`config.mk`:
```
export PLATFORM = sky130hd
export DESIGN_NAME = cel_queue
export DESIGN_NICKNAME = d
export VERILOG_FILES = /design/src/rtl/core/cel_pkg.sv /design/src/rtl/core/cel_queue.sv
export SDC_FILE = /design/constraint.sdc
export NUM_CORES = 1
export LEC_CHECK = 0
export BUFFER_PORTS_ARGS = -buffer_cell sky130_fd_sc_hd__buf_2
export CAP_MARGIN = 15
export CORE_MARGIN = 4
export CORE_UTILIZATION = 50
export DETAILED_ROUTE_END_ITERATION = 6
export GPL_TIMING_DRIVEN = 0
export PLACE_DENSITY = 0.83
export SLEW_MARGIN = 20
export SYNTH_ARGS = -nofsm -noshare
export SYNTH_HDL_FRONTEND = slang
export SYNTH_SLANG_ARGS = --single-unit
```
`constraint.sdc`:
```
create_clock -name clk -period 7.15 [get_ports clk]
set_input_delay 0.715 -clock clk [delete_from_list [all_inputs] [get_ports clk]]
set_output_delay 0.715 -clock clk [all_outputs]
set_load 0.01 [all_outputs]
```
`src/rtl/core/cel_pkg.sv`:
```
`timescale 1ns / 1ps
// cel_pkg: shared widths, action codes and the command word passed from
// the front end to the back end of csr_element_lookup. no dependencies.
package cel_pkg;

    // field widths of the input and result words
    localparam int ACTION_W = 2;
    localparam int SLOT_W   = 10;
    localparam int START_W  = 11;
    localparam int COLUMN_W = 8;
    localparam int BITS_W   = 64;
    localparam int ROW_W    = 8;
    localparam int POS_W    = 10;

    // parameter defaults
    localparam int DEF_MAX_ROWS    = 256;
    localparam int DEF_MAX_ENTRIES = 1024;
    localparam int DEF_VALUE_WIDTH = 64;

    // command queue depth
    localparam int QUEUE_DEPTH = 2;

    // action codes on the input channel
    localparam logic [ACTION_W-1:0] ACT_LOAD_START = 2'd0;
    localparam logic [ACTION_W-1:0] ACT_LOAD_ENTRY = 2'd1;
    localparam logic [ACTION_W-1:0] ACT_QUERY      = 2'd2;

    // classified command kinds
    typedef enum logic [1:0] {
        CMD_LOAD_START,
        CMD_LOAD_ENTRY,
        CMD_QUERY,
        CMD_QUERY_MISS
    } cmd_kind_t;

    typedef struct packed {
        cmd_kind_t           kind;
        logic [SLOT_W-1:0]   slot;
        logic [START_W-1:0]  start_value;
        logic [COLUMN_W-1:0] entry_column;
        logic [BITS_W-1:0]   entry_bits;
        logic [ROW_W-1:0]    query_row;
        logic [COLUMN_W-1:0] query_column;
    } cmd_t;

endpackage

```
`src/rtl/core/cel_queue.sv`:
```
`timescale 1ns / 1ps
// cel_queue: short command fifo between front and back end.
// depends on cel_pkg.
module cel_queue (
    input  logic          clk,
    input  logic          rst_n,
    input  logic          push,
    input  cel_pkg::cmd_t push_cmd,
    input  logic          pop,
    output cel_pkg::cmd_t head_cmd,
    output logic          full,
    output logic          empty
);

    localparam int PW = (cel_pkg::QUEUE_DEPTH > 1) ? $clog2(cel_pkg::QUEUE_DEPTH) : 1;
    localparam int CW = $clog2(cel_pkg::QUEUE_DEPTH + 1);

    cel_pkg::cmd_t slot_reg [cel_pkg::QUEUE_DEPTH];
    logic [PW-1:0] wr_ptr_reg, wr_ptr_next;
    logic [PW-1:0] rd_ptr_reg, rd_ptr_next;
    logic [CW-1:0] count_reg, count_next;
    logic          do_push, do_pop;

    assign full     = (count_reg == CW'(cel_pkg::QUEUE_DEPTH));
    assign empty    = (count_reg == '0);
    assign do_push  = push && !full;
    assign do_pop   = pop && !empty;
    assign head_cmd = slot_reg[rd_ptr_reg];

    always_comb
    begin
        wr_ptr_next = wr_ptr_reg;
        rd_ptr_next = rd_ptr_reg;
        count_next  = count_reg;
        if (do_push)
        begin
            wr_ptr_next = (wr_ptr_reg == PW'(cel_pkg::QUEUE_DEPTH - 1)) ? '0 : wr_ptr_reg + 1'b1;
        end
        if (do_pop)
        begin
            rd_ptr_next = (rd_ptr_reg == PW'(cel_pkg::QUEUE_DEPTH - 1)) ? '0 : rd_ptr_reg + 1'b1;
        end
        if (do_push && !do_pop)
        begin
            count_next = count_reg + 1'b1;
        end
        else if (do_pop && !do_push)
        begin
            count_next = count_reg - 1'b1;
        end
    end

    always_ff @(posedge clk or negedge rst_n)
    begin
        if (!rst_n)
        begin
            wr_ptr_reg <= '0;
            rd_ptr_reg <= '0;
            count_reg  <= '0;
        end
        else
        begin
            wr_ptr_reg <= wr_ptr_next;
            rd_ptr_reg <= rd_ptr_next;
            count_reg  <= count_next;
        end
    end

    always_ff @(posedge clk)
    begin
        if (do_push)
        begin
            slot_reg[wr_ptr_reg] <= push_cmd;
        end
    end

endmodule

```
# --- Yosys cells after proc, flatten, opt, wreduce, memory -nomap -nowiden ---
# Memories as Yosys holds them, arrays and structs flattened.
# Index checks and enable logic that the tools add are counted.
classes:
  add_sub_neg: 4
  eq_ne: 1
  mux: 6
  n_reduce_logical: 10
ops:
  columns: ["op", "count"]
  rows:
  - ["$logic_and 1x1->1", 4]
  - ["$logic_not 1->1", 4]
  - ["$mux 1", 4]
  - ["$mux 2", 2]
  - ["$add 1x1->1 const B", 2]
  - ["$add 2x1->2 const B", 1]
  - ["$eq 2x2->1 const B", 1]
  - ["$logic_not 2->1", 1]
  - ["$reduce_bool 2->1", 1]
  - ["$sub 2x1->2 const B", 1]
totals:
  regBits: 4
  ramBits: 222
  inputBits: 115
  output_inout_bits: 113
  elab_cells: 25
  n_memories: 1
mem_list:
  columns: ["memory", "words", "width", "rd", "rd_ports_with_merged_regs", "wr", "line_no", "text"]
  rows:
  - ["slot_reg", 2, 111, 1, 0, 1, "cel_queue.sv:18", "cel_pkg::cmd_t slot_reg [cel_pkg::QUEUE_DEPTH];"]

# --- Longest topological paths before layout ---
# Gate-level depths: netlist of run 1.
logic_depth:
  ltp_word: 7
  ltp_mapped: 7
  depth_no_buf: 7

# --- Least setup slack after synthesis of run 1 ---
# No wires, ideal clock.
synth_timing:
  path_kind: "input -> register"
  start: "input port push"
  end: "memory slot_reg[0][0] (netlist bit) (enable)"
  setup_ns: 0.582
  arrival_time_ns: 5.420
  t_required_ns: 6.568
  path_slack_ns: 1.148
  cell_stages: 2
  n_path_buf: 0
  cell_sequence: "nand2_1 > nor2_1"
synth_between:
  elab_chain_len: 3
synth_lines:
  columns: ["item", "line_no", "text"]
  rows:
  - ["start: declaration", "cel_queue.sv:7", "input logic push,"]
  - ["$logic_and 1x1->1", "cel_queue.sv:26", "assign do_push = push && !full;"]
  - ["$mux 1", "cel_queue.sv:71", "if (do_push)"]
  - ["$mux 1 (not written as such)", "cel_queue.sv:73", "slot_reg[wr_ptr_reg] <= push_cmd;"]
  - ["end: declaration", "cel_queue.sv:18", null]
# No other way between the ends.

==> flow_summary.json, run 1 <==
{
  "status": "complete, no violations",
  "arrival_ns": 1.85,
  "reg2reg_from": "count_reg[0]$_DFFE_PN0P_",
  "layout.nets": 739,
  "post_drt_wl_per_cell_um": 18.5,
  "synth_fa_ha_area_share_pct": 0.152,
  "cts_tree": "yes",
  "grt_pass1_wl_um": 23900,
  "cts_resized": 0,
  "crit_type": "flip-flop to primary output",
  "synth_fp_nets": 480,
  "endpoint_kind": "primary output",
  "clk_pin_slew_ns": 0.06,
  "hold_viol": 0,
  "fillers": 1103,
  "dp_hpwl_um": 10900,
  "synth_top_cell_by_area": "edfxtp_1",
  "reg2reg_to": "slot_reg[1][71]$_DFFE_PP_",
  "grt_pass1_vias": 4682,
  "slew_viol_final": 0,
  "io_pins": 228,
  "muxShareOfSynthArea_pct": 15.2,
  "fin_crit_sh_pct": 35.8,
  "die_x_um": 136,
  "worstPathMaxFanout": 10,
  "grt.total_usage_pct": 16.5,
  "core_mm2": 0.0160,
  "r2r_slack_ns": 5.07,
  "vdd_drop_max_uv": 379,
  "skew_ns": 0.0227,
  "hold_start": "push_cmd[14]",
  "yosys.area_share.simple_pct": 0.335,
  "slew_headroom_pct": 44.8,
  "grt.overflow.total": 0,
  "start_util_pct": 51.4,
  "syn_area_mm2": 0.00823,
  "grt_antenna_before_repair": 2,
  "yosys.area.top_type_share_pct": 81.0,
  "yosys_warnings": 0,
  "synth_top_family_by_area": "multiplexers",
  "cts_buffers": 23,
  "synth-main-ff-cell": "edfxtp_1",
  "area_growth_syn_to_layout_pct": 28.3,
  "stdcell_count": 858,
  "grt_max_degree": 57,
  "total_power_mw": 4.38,
  "clock_latency_ns": 0.50,
  "ys_ff_latch": 226,
  "post-place-cells": 813,
  "synth_edf_count": 222,
  "tightest_slew_ns": 0.828,
  "holdBufCountCts": 1,
  "rows": 46,
  "synth_cells": 364,
  "finalWirelength_um": 15900,
  "root_buffer": "clkbuf_16",
  "post_cts_buffers": 0,
  "dr.pass1.iters": 4,
  "synth-compound-area-share_pct": 0.0608,
  "synthArstFlopShare_pct": 1.77,
  "cp.required_ns": 6.43,
  "r2r_cells": 3,
  "holdPathEnd": "slot_reg[1][14]$_DFFE_PP_",
  "fmax_mhz": 390,
  "drt_iter0_drc": 145,
  "vias": 4241,
  "p_leak_nw": 3.99,
  "die_y_um": 136,
  "rsz0062_at_grt": "no",
  "maxCapViolCount": 0,
  "synthXorXnorAreaFrac_pct": 0.532,
  "via_per_inst": 4.94,
  "postRouteAntennaNets": 0,
  "drive_above_1_share_pct": 61.0,
  "place_congestion": 0.729,
  "hold_path_class": "input port to flip-flop",
  "powerDensity_mw_per_mm2": 414,
  "holdPathStages": 1,
  "ys_types": 15,
  "dieArea_mm2": 0.0186,
  "syn_area_per_cell_um2": 22.6,
  "ys_seq_area_share_pct": 82.3,
  "finalWorstPathRequiredPeriod_ns": 2.56,
  "drc": 0,
  "ys_top_cells_by_area": "edfxtp_1, mux2_2, dfrtp_1, buf_6, xnor2_1",
  "start_kind": "flip-flop",
  "h-tree-depth": 1,
  "finalSetupViolations": 0,
  "cts_max_path_buffers": 3,
  "port_buffers": 227,
  "largest_reg_flops": 222,
  "cts_sinks": 226
}
cell usage after synthesis (2+ instances only):
cell type / number
edfxtp_1: 222
dfrtp_1: 4
nor2_1: 3
inv_1: 2
xnor2_1: 3
buf_6: 8
xor2_1: 2
mux2_2: 111
buf_2: 3
cells in the final DEF, fill, tap and decap left out, drive strengths merged, types with 4 or more instances in the layout:
master and count:
edfxtp 222, clkbuf 27, buf 245, dfrtp 4, mux2 111, clkinv 9
cell families after synthesis:
family | after synthesis
flops | 226
compound gates | 1
buf+inv | 14
mux | 111
fa+ha+maj | 1
simple gates | 6
xor+xnor | 5
area by class of cell:
type | count | area (um2) | area share (%)
inverters | 2 | 7.51 | 0.0711
plain buffers | 12 | 113 | 1.07
clock buffers | 27 | 591 | 5.60
clock inverters | 14 | 145 | 1.38
flip-flops and latches | 226 | 6770 | 64.1
repair buffers | 234 | 1300 | 12.4
diodes | 3 | 7.51 | 0.0711
well taps | 216 | 270 | 2.56
multi-input cells | 124 | 1350 | 12.8
stage by stage:
| step | hold slack [ns] | TNS (ns) | setup slack [ns] | area [um2] | utilization (%) |
|---|---|---|---|---|---|
| 5_1_grt | 0.372 | 0 | 4.48 | 10600 | 65.9 |
| 3_5_place_dp | 0.519 | 0 | 4.87 | 9800 | 61.3 |
| 3_3_place_gp | 0.478 | -108.32 | -0.983 | 9630 | 60.2 |
| 6_report | 0.394 | 0 | 4.59 | 10600 | 66.0 |
| 2_1_floorplan | 0.419 | 0 | 1.15 | 8230 | - |
| 4_1_cts | 0.375 | 0 | 4.53 | 10500 | 65.9 |
metal layers:
layer / part of all wire, % / GRT usage, % / up-vias
met4: 3.1 / 5.60 / 2
met1: 37 / 19.1 / 2070
met2: 51 / 29.2 / 165
met5: 0.082 / 0 / -
met3: 8.4 / 5.11 / 34
li1: - / - / 1970
critical path, stage by stage, from the launching register on:
cell and delay, ns:
dfrtp_1 0.37, buf_4 0.27, buf_6 0.19, mux2_2 0.35, buf_2 0.14
worst max-delay path by stage:
stage / startpoint / end / slack [ns] / depth (start not counted)
2_1_floorplan: push / slot_reg[0][0]$_DFFE_PP_ / 1.15 / 2
3_3_place_gp: push / slot_reg[0][35]$_DFFE_PP_ / -0.98 / 3
3_5_place_dp: push / slot_reg[1][64]$_DFFE_PP_ / 4.87 / 3
6_report: rd_ptr_reg$_DFFE_PN0P_ / head_cmd[58] / 4.59 / 4
5_1_grt: rd_ptr_reg$_DFFE_PN0P_ / head_cmd[28] / 4.48 / 4
4_1_cts: rd_ptr_reg$_DFFE_PN0P_ / head_cmd[28] / 4.53 / 4
where the power goes:
part	switching, mW	total [mW]	internal [mW]
logic	0.702	1.34	0.636
clock network	0.456	1.15	0.697
registers	0.0741	1.88	1.81
total	1.23	4.38	3.14
Note: power is estimated with default switching activity, not from simulation.
==> run 2: changes to the inputs <==
- ABC_AREA: unset -> 1
- clock period: 7.15 -> 2.4 ns (I/O delays scaled with it)
==> run 2 against run 1 <==
Net effect:
- setup slack worse by 4.2 ns
- register-to-register slack lost 4.6 ns
- largest cell class unchanged
- clock power rose to 3.1 times the previous value
- largest power group unchanged
- highest routed layer is now met4
- critical endpoint is now head_cmd[60]
==> flow_summary.json, run 2 <==
{
  "finalWorstPathRequiredPeriod_ns": 2.02,
  "p_leak_nw": 5.10,
  "swShare_pct": 33.5,
  "synth_cells": 612,
  "ys_ff_latch": 226,
  "cp_num_buf_inv": 4,
  "port_buffers": 227,
  "finalSetupViolations": 0,
  "synthArstFlopShare_pct": 1.77,
  "vdd_drop_max_uv": 848,
  "fin_crit_sh_pct": 84.2,
  "crit_cells": 6,
  "fillers": 992,
  "r2r_cells": 6,
  "whs_ns": 0.0552,
  "ys_top_cells_by_area": "edfxtp_1, nand2_1, buf_6, dfrtp_1, buf_2",
  "vias": 5942,
  "start_util_pct": 51.8,
  "grt_pass1_vias": 5956,
  "h-tree-depth": 1,
  "synth_top_cell_by_area": "edfxtp_1",
  "power_frac_comb_pct": 33.9,
  "yosys_warnings": 0,
  "multi_input_area_mm2": 0.00137,
  "drc": 0,
  "syn_area_per_cell_um2": 13.6,
  "via_per_inst": 4.89,
  "grt.total_usage_pct": 21.0,
  "rows": 46,
  "layout.nets": 1100,
  "dr.pass1.iters": 5,
  "ys_seq_area_share_pct": 81.1,
  "cts_resized": 0,
  "crit_path_max_incr_delay_ns": 0.32,
  "synth_edf_count": 222,
  "synth_fp_nets": 728,
  "synth-main-ff-cell": "edfxtp_1",
  "postRouteAntennaNets": 0,
  "grt.overflow.total": 0,
  "regArea_mm2": 0.00677,
  "setup_tns_ns": 0,
  "slew_viol_final": 0,
  "grt_max_degree": 33,
  "grt_pass1_wl_um": 30400,
  "finalWirelength_um": 20400,
  "powerDensity_mw_per_mm2": 1170,
  "maxCapViolCount": 0,
  "cts_max_path_buffers": 3,
  "p_switching_mw": 4.62,
  "worstPathMaxFanout": 10,
  "cp.required_ns": 2.16,
  "tightest_slew_ns": 0.753,
  "status": "complete, no violations",
  "post_drt_wl_per_cell_um": 16.8,
  "skew_ns": 0.0167,
  "dieArea_mm2": 0.0188,
  "drt_iter0_drc": 309,
  "yosys.area.top_type_share_pct": 79.9,
  "root_buffer": "clkbuf_16",
  "critical-path-slowest-cell": "dfrtp_1",
  "fmax_mhz": 495,
  "crit_type": "flip-flop to primary output",
  "place_congestion": 0.757,
  "rsz0062_at_grt": "no",
  "hold_viol": 0,
  "io_pins": 228,
  "holdBufCountCts": 113,
  "holdPathStages": 4,
  "synth_most_common_cell": "nand2_1",
  "antenna_cells": 0,
  "hold_start": "push",
  "cts_tree": "yes",
  "slew_headroom_pct": 49.7,
  "ys_types": 15,
  "core_mm2": 0.0161,
  "holdPathEnd": "wr_ptr_reg$_DFFE_PN0P_",
  "path_cells": "buf_4, buf_6, buf_2, nand2_1, nand2_1, buf_2",
  "die_y_um": 137,
  "die_x_um": 137,
  "reg2reg_from": "count_reg[1]$_DFFE_PN0P_",
  "synth.cells.most_frequent": "nand2_1, edfxtp_1, buf_2",
  "grt_antenna_before_repair": 0,
  "arrival_ns": 1.78,
  "cpLargestDelayFamily": "buffers and inverters",
  "clk_pin_slew_ns": 0.06,
  "cts_buffers": 23,
  "area_growth_syn_to_layout_pct": 41.5,
  "hold_path_class": "input port to flip-flop",
  "final_common_cell": "nand2_1",
  "clock_latency_ns": 0.50,
  "reg2reg_to": "slot_reg[0][43]$_DFFE_PP_",
  "drive_above_1_share_pct": 30.1,
  "r2r_slack_ns": 0.48,
  "largest_reg_flops": 222,
  "final_cell_mix": "nand2_1, buf_2, edfxtp_1",
  "dp_hpwl_um": 11700,
  "seqPwrFrac_pct": 40.6,
  "syn_area_mm2": 0.00834,
  "endpoint_kind": "primary output",
  "post_cts_buffers": 0,
  "p_int_mw": 9.19,
  "start_kind": "flip-flop",
  "cts_sinks": 226,
  "clockPowerShare_pct": 25.4
}
[run 2: cell types whose count changed after synthesis, moves of 2 or more]
cell	delta
buf_2	+10
buf_6	+2
inv_1	+5
mux2_2	-111
nand2_1	+341
xnor2_1	-2
xor2_1	-2
[run 2: how the worst max path moves through the flow]
stage                                           end                startpoint
final                                  head_cmd[60]    rd_ptr_reg$_DFFE_PN0P_
after global placement    slot_reg[0][44]$_DFFE_PP_  count_reg[0]$_DFFE_PN0P_
after global routing                   head_cmd[60]    rd_ptr_reg$_DFFE_PN0P_
after CTS                              head_cmd[60]    rd_ptr_reg$_DFFE_PN0P_
after detailed placement  slot_reg[0][43]$_DFFE_PP_  count_reg[1]$_DFFE_PN0P_
after floorplan            slot_reg[0][0]$_DFFE_PP_  count_reg[0]$_DFFE_PN0P_
[run 2: routing by layer]
layer	global-route usage, %	vias up	part of all wire [%]
li1	-	2811	-
met2	38.9	265	54
met4	6.43	0	2.8
met3	4.30	47	7.4
met1	24.5	2819	36
met5	0	-	0
[run 2: cell type report]
cell class / count / area share, %
inverters: 8 / 0.307
plain buffers: 25 / 1.63
flip-flops and latches: 226 / 57.3
clock inverters: 13 / 1.35
well taps: 216 / 2.29
clock buffers: 27 / 5.00
multi-input cells: 353 / 11.6
repair buffers: 347 / 20.5
[run 2: cells by family (layout without fill, tap and decap cells)]
family	Yosys count	in the layout	share of synthesized area [%]
AO/OA/AOI/OAI	2	2	0.120
XOR/XNOR	1	1	0.105
adder cells (fa/ha/maj)	1	1	0.150
buffers and inverters	33	420	2.70
flip-flops	226	226	81.1
AND/OR/NAND/NOR	349	349	15.8
[run 2: through the flow]
stage	power (mW)	cells	utilization, %	setup WS (ns)	instance area (um2)
floorplan	8.22	612	-	-0.323	8370
global route	14.6	1215	73.2	0.282	11800
finish	13.8	1215	73.2	0.379	11800
global placement	9.97	1055	60.7	-1.24	9780
detailed placement	10.2	1062	61.6	0.454	9920
CTS	13.8	1215	73.2	0.398	11800
[run 2: worst register-to-register path, stage by stage, from the launching register on]
cell	delay (ns)
dfrtp_1	0.40
inv_2	0.08
nor2_4	0.12
nor2_2	0.05
nand2_2	0.08
clkinvlp_4	0.51
buf_12	0.40
[run 2: power by group through the flow]
| stage | Sequential (mW) | Combinational, mW | Clock (mW) |
|---|---|---|---|
| after floorplan | 5.67 | 2.55 | 0 |
| after global placement | 5.72 | 4.24 | 0 |
| after detailed placement | 5.66 | 4.50 | 0 |
| after CTS | 5.58 | 4.68 | 3.54 |
| after global routing | 5.66 | 5.17 | 3.74 |
| final | 5.61 | 4.69 | 3.51 |
==> run 3: changes to the inputs <==
- ABC_AREA: 1 -> 0
- CORE_UTILIZATION: 50 -> 47
- PLACE_DENSITY: 0.83 -> 0.82
- clock period: 2.4 -> 1.85 ns (I/O delays scaled with it)
==> run 3 against run 2 <==
Net effect:
- worst hold slack worse by 0.0039 ns
- the flow now finishes with violations (negative setup slack)
- largest power group is now combinational logic
- highest routed layer unchanged
- final area up 7.9%
- largest cell class unchanged
- count of clock-buffer cells in the layout is 3 higher
- total power is 41% higher
- critical endpoint is now head_cmd[47]
==> flow_summary.json, run 3 (synthesis gave the netlist of run 1 again) <==
{
  "vdd_drop_max_uv": 1130,
  "p_leak_nw": 5.09,
  "swShare_pct": 28.5,
  "powerDensity_mw_per_mm2": 1530,
  "grt_pass1_wl_um": 29000,
  "endpoint_kind": "primary output",
  "fin_ws_ns": -0.0508,
  "core_mm2": 0.0172,
  "total_power_mw": 19.5,
  "io_pins": 228,
  "drt_iter0_drc": 134,
  "critPathMostFrequentCell": "buf_12",
  "post-route-util_pct": 73.9,
  "whs_ns": 0.0513,
  "grt_pass1_vias": 5445,
  "cts_buffers": 23,
  "hold_path_class": "input port to asynchronous set/reset pin",
  "grt_antenna_before_repair": 2,
  "post_drt_wl_per_cell_um": 19.8,
  "cts_tree": "yes",
  "finalWorstPathRequiredPeriod_ns": 1.90,
  "dr.max_layer_used": "met4",
  "rows": 48,
  "arrival_ns": 1.72,
  "violations": "negative setup slack",
  "cts_max_path_buffers": 3,
  "final_cell_mix": "edfxtp_1, buf_2, dlygate4sd3_1",
  "largest_reg_flops": 222,
  "power_frac_comb_pct": 41.3,
  "via_per_inst": 4.91,
  "postRouteAntennaNets": 0,
  "maxCapViolCount": 0,
  "layout.nets": 862,
  "place_congestion": 0.750,
  "grt_max_degree": 54,
  "drive_above_1_share_pct": 52.9,
  "dieArea_mm2": 0.0197,
  "hold_viol": 0,
  "status": "finished with violations",
  "die_y_um": 140,
  "dr_wl_met2_um": 10700,
  "critical-path-slowest-cell": "dfrtp_2",
  "route.met3.wl_um": 1130,
  "p_int_mw": 13.9,
  "tightest_slew_ns": 0.586,
  "rsz0062_at_grt": "yes",
  "port_buffers": 227,
  "cp_num_buf_inv": 3,
  "crit_type": "flip-flop to primary output",
  "seqPwrFrac_pct": 37.8,
  "slew_viol_final": 0,
  "area_growth_syn_to_layout_pct": 54.9,
  "dr.pass1.iters": 4,
  "clockPowerShare_pct": 20.9,
  "grt.overflow.total": 0,
  "worstPathMaxFanout": 10,
  "dp_hpwl_um": 10700,
  "start_kind": "flip-flop",
  "finalSetupViolations": 99,
  "slew_headroom_pct": 60.9,
  "start_util_pct": 47.7,
  "cp.required_ns": 1.66,
  "met1_length_um": 7290,
  "final_common_cell": "edfxtp_1",
  "cts_sinks": 226,
  "h-tree-depth": 1,
  "skew_ns": 0.0111,
  "crit_path_max_incr_delay_ns": 0.43,
  "vias": 4857,
  "grt.total_usage_pct": 18.8,
  "fin_crit_sh_pct": 103,
  "clk_pin_slew_ns": 0.06,
  "cpLargestDelayFamily": "buffers and inverters",
  "path_cells": "buf_12, buf_12, mux2_4, buf_6",
  "die_x_um": 140,
  "drc": 0,
  "fmax_mhz": 526,
  "finalWirelength_um": 19600,
  "p_switching_mw": 5.54,
  "root_buffer": "clkbuf_16",
  "clock_latency_ns": 0.48
}
==> run 3: power groups by stage <==
stage / Combinational [mW] / Sequential, mW / Clock, mW
3_3_place_gp: 4.87 / 7.41 / 0
2_1_floorplan: 3.18 / 7.34 / 0
4_1_cts: 7.39 / 7.31 / 4.13
6_report: 8.04 / 7.37 / 4.06
3_5_place_dp: 5.25 / 7.37 / 0
5_1_grt: 8.47 / 7.44 / 4.38
==> run 3: final cells by class <==
type | count | area, um2
clock inverters | 11 | 58.8
clock buffers | 30 | 602
flip-flops and latches | 226 | 6770
inverters | 2 | 7.51
multi-input cells | 125 | 1680
repair buffers | 356 | 3120
well taps | 225 | 282
fillers | 948 | 4500
diodes | 2 | 5.00
plain buffers | 12 | 213
==> run 3: worst paths after layout <==
kind,from,endpoint,slack [ns],depth (start not counted)
worst max-delay path,rd_ptr_reg$_DFFE_PN0P_,head_cmd[47],-0.05,4
worst min-delay path,rst_n,count_reg[1]$_DFFE_PN0P_,0.05,2
worst max register to register,count_reg[0]$_DFFE_PN0P_,slot_reg[1][5]$_DFFE_PP_,0.23,3
worst min register to register,count_reg[0]$_DFFE_PN0P_,count_reg[0]$_DFFE_PN0P_,0.57,1
max in group asynchronous,rst_n,rd_ptr_reg$_DFFE_PN0P_,1.66,2
min in group clk,push,wr_ptr_reg$_DFFE_PN0P_,0.06,3
==> run 3: per-stage QoR <==
stage	instances	cell area, um2	TNS [ns]	setup WS [ns]
floorplan	364	8250	-155.01	-0.834
global placement	816	9670	-300.40	-1.56
detailed placement	822	9810	-12.25	-0.260
CTS	984	12400	-7.51	-0.131
global route	989	12700	-9.37	-0.118
finish	989	12700	-2.43	-0.0508
==> run 3: layer usage <==
metal,GRT usage (%),vias up
met5,0,-
li1,-,2216
met2,35.0,191
met3,3.82,38
met4,5.71,0
met1,21.6,2412
==> run 3: worst register-to-register path: stages (launching register included) <==
cell      delay, ns
dfrtp_1        0.44
nand2b_4       0.19
and3_4         0.34
buf_16         0.29
==> run 3: repair_timing <==
action	4_1_cts	5_1_grt
endpoints found under the setup margin	201	111
setup buffers	5	0
hold buffers	112	0
hold endpoints to repair	226	0
resized for setup	145	55
cloned	4	4
pin swaps	1	0
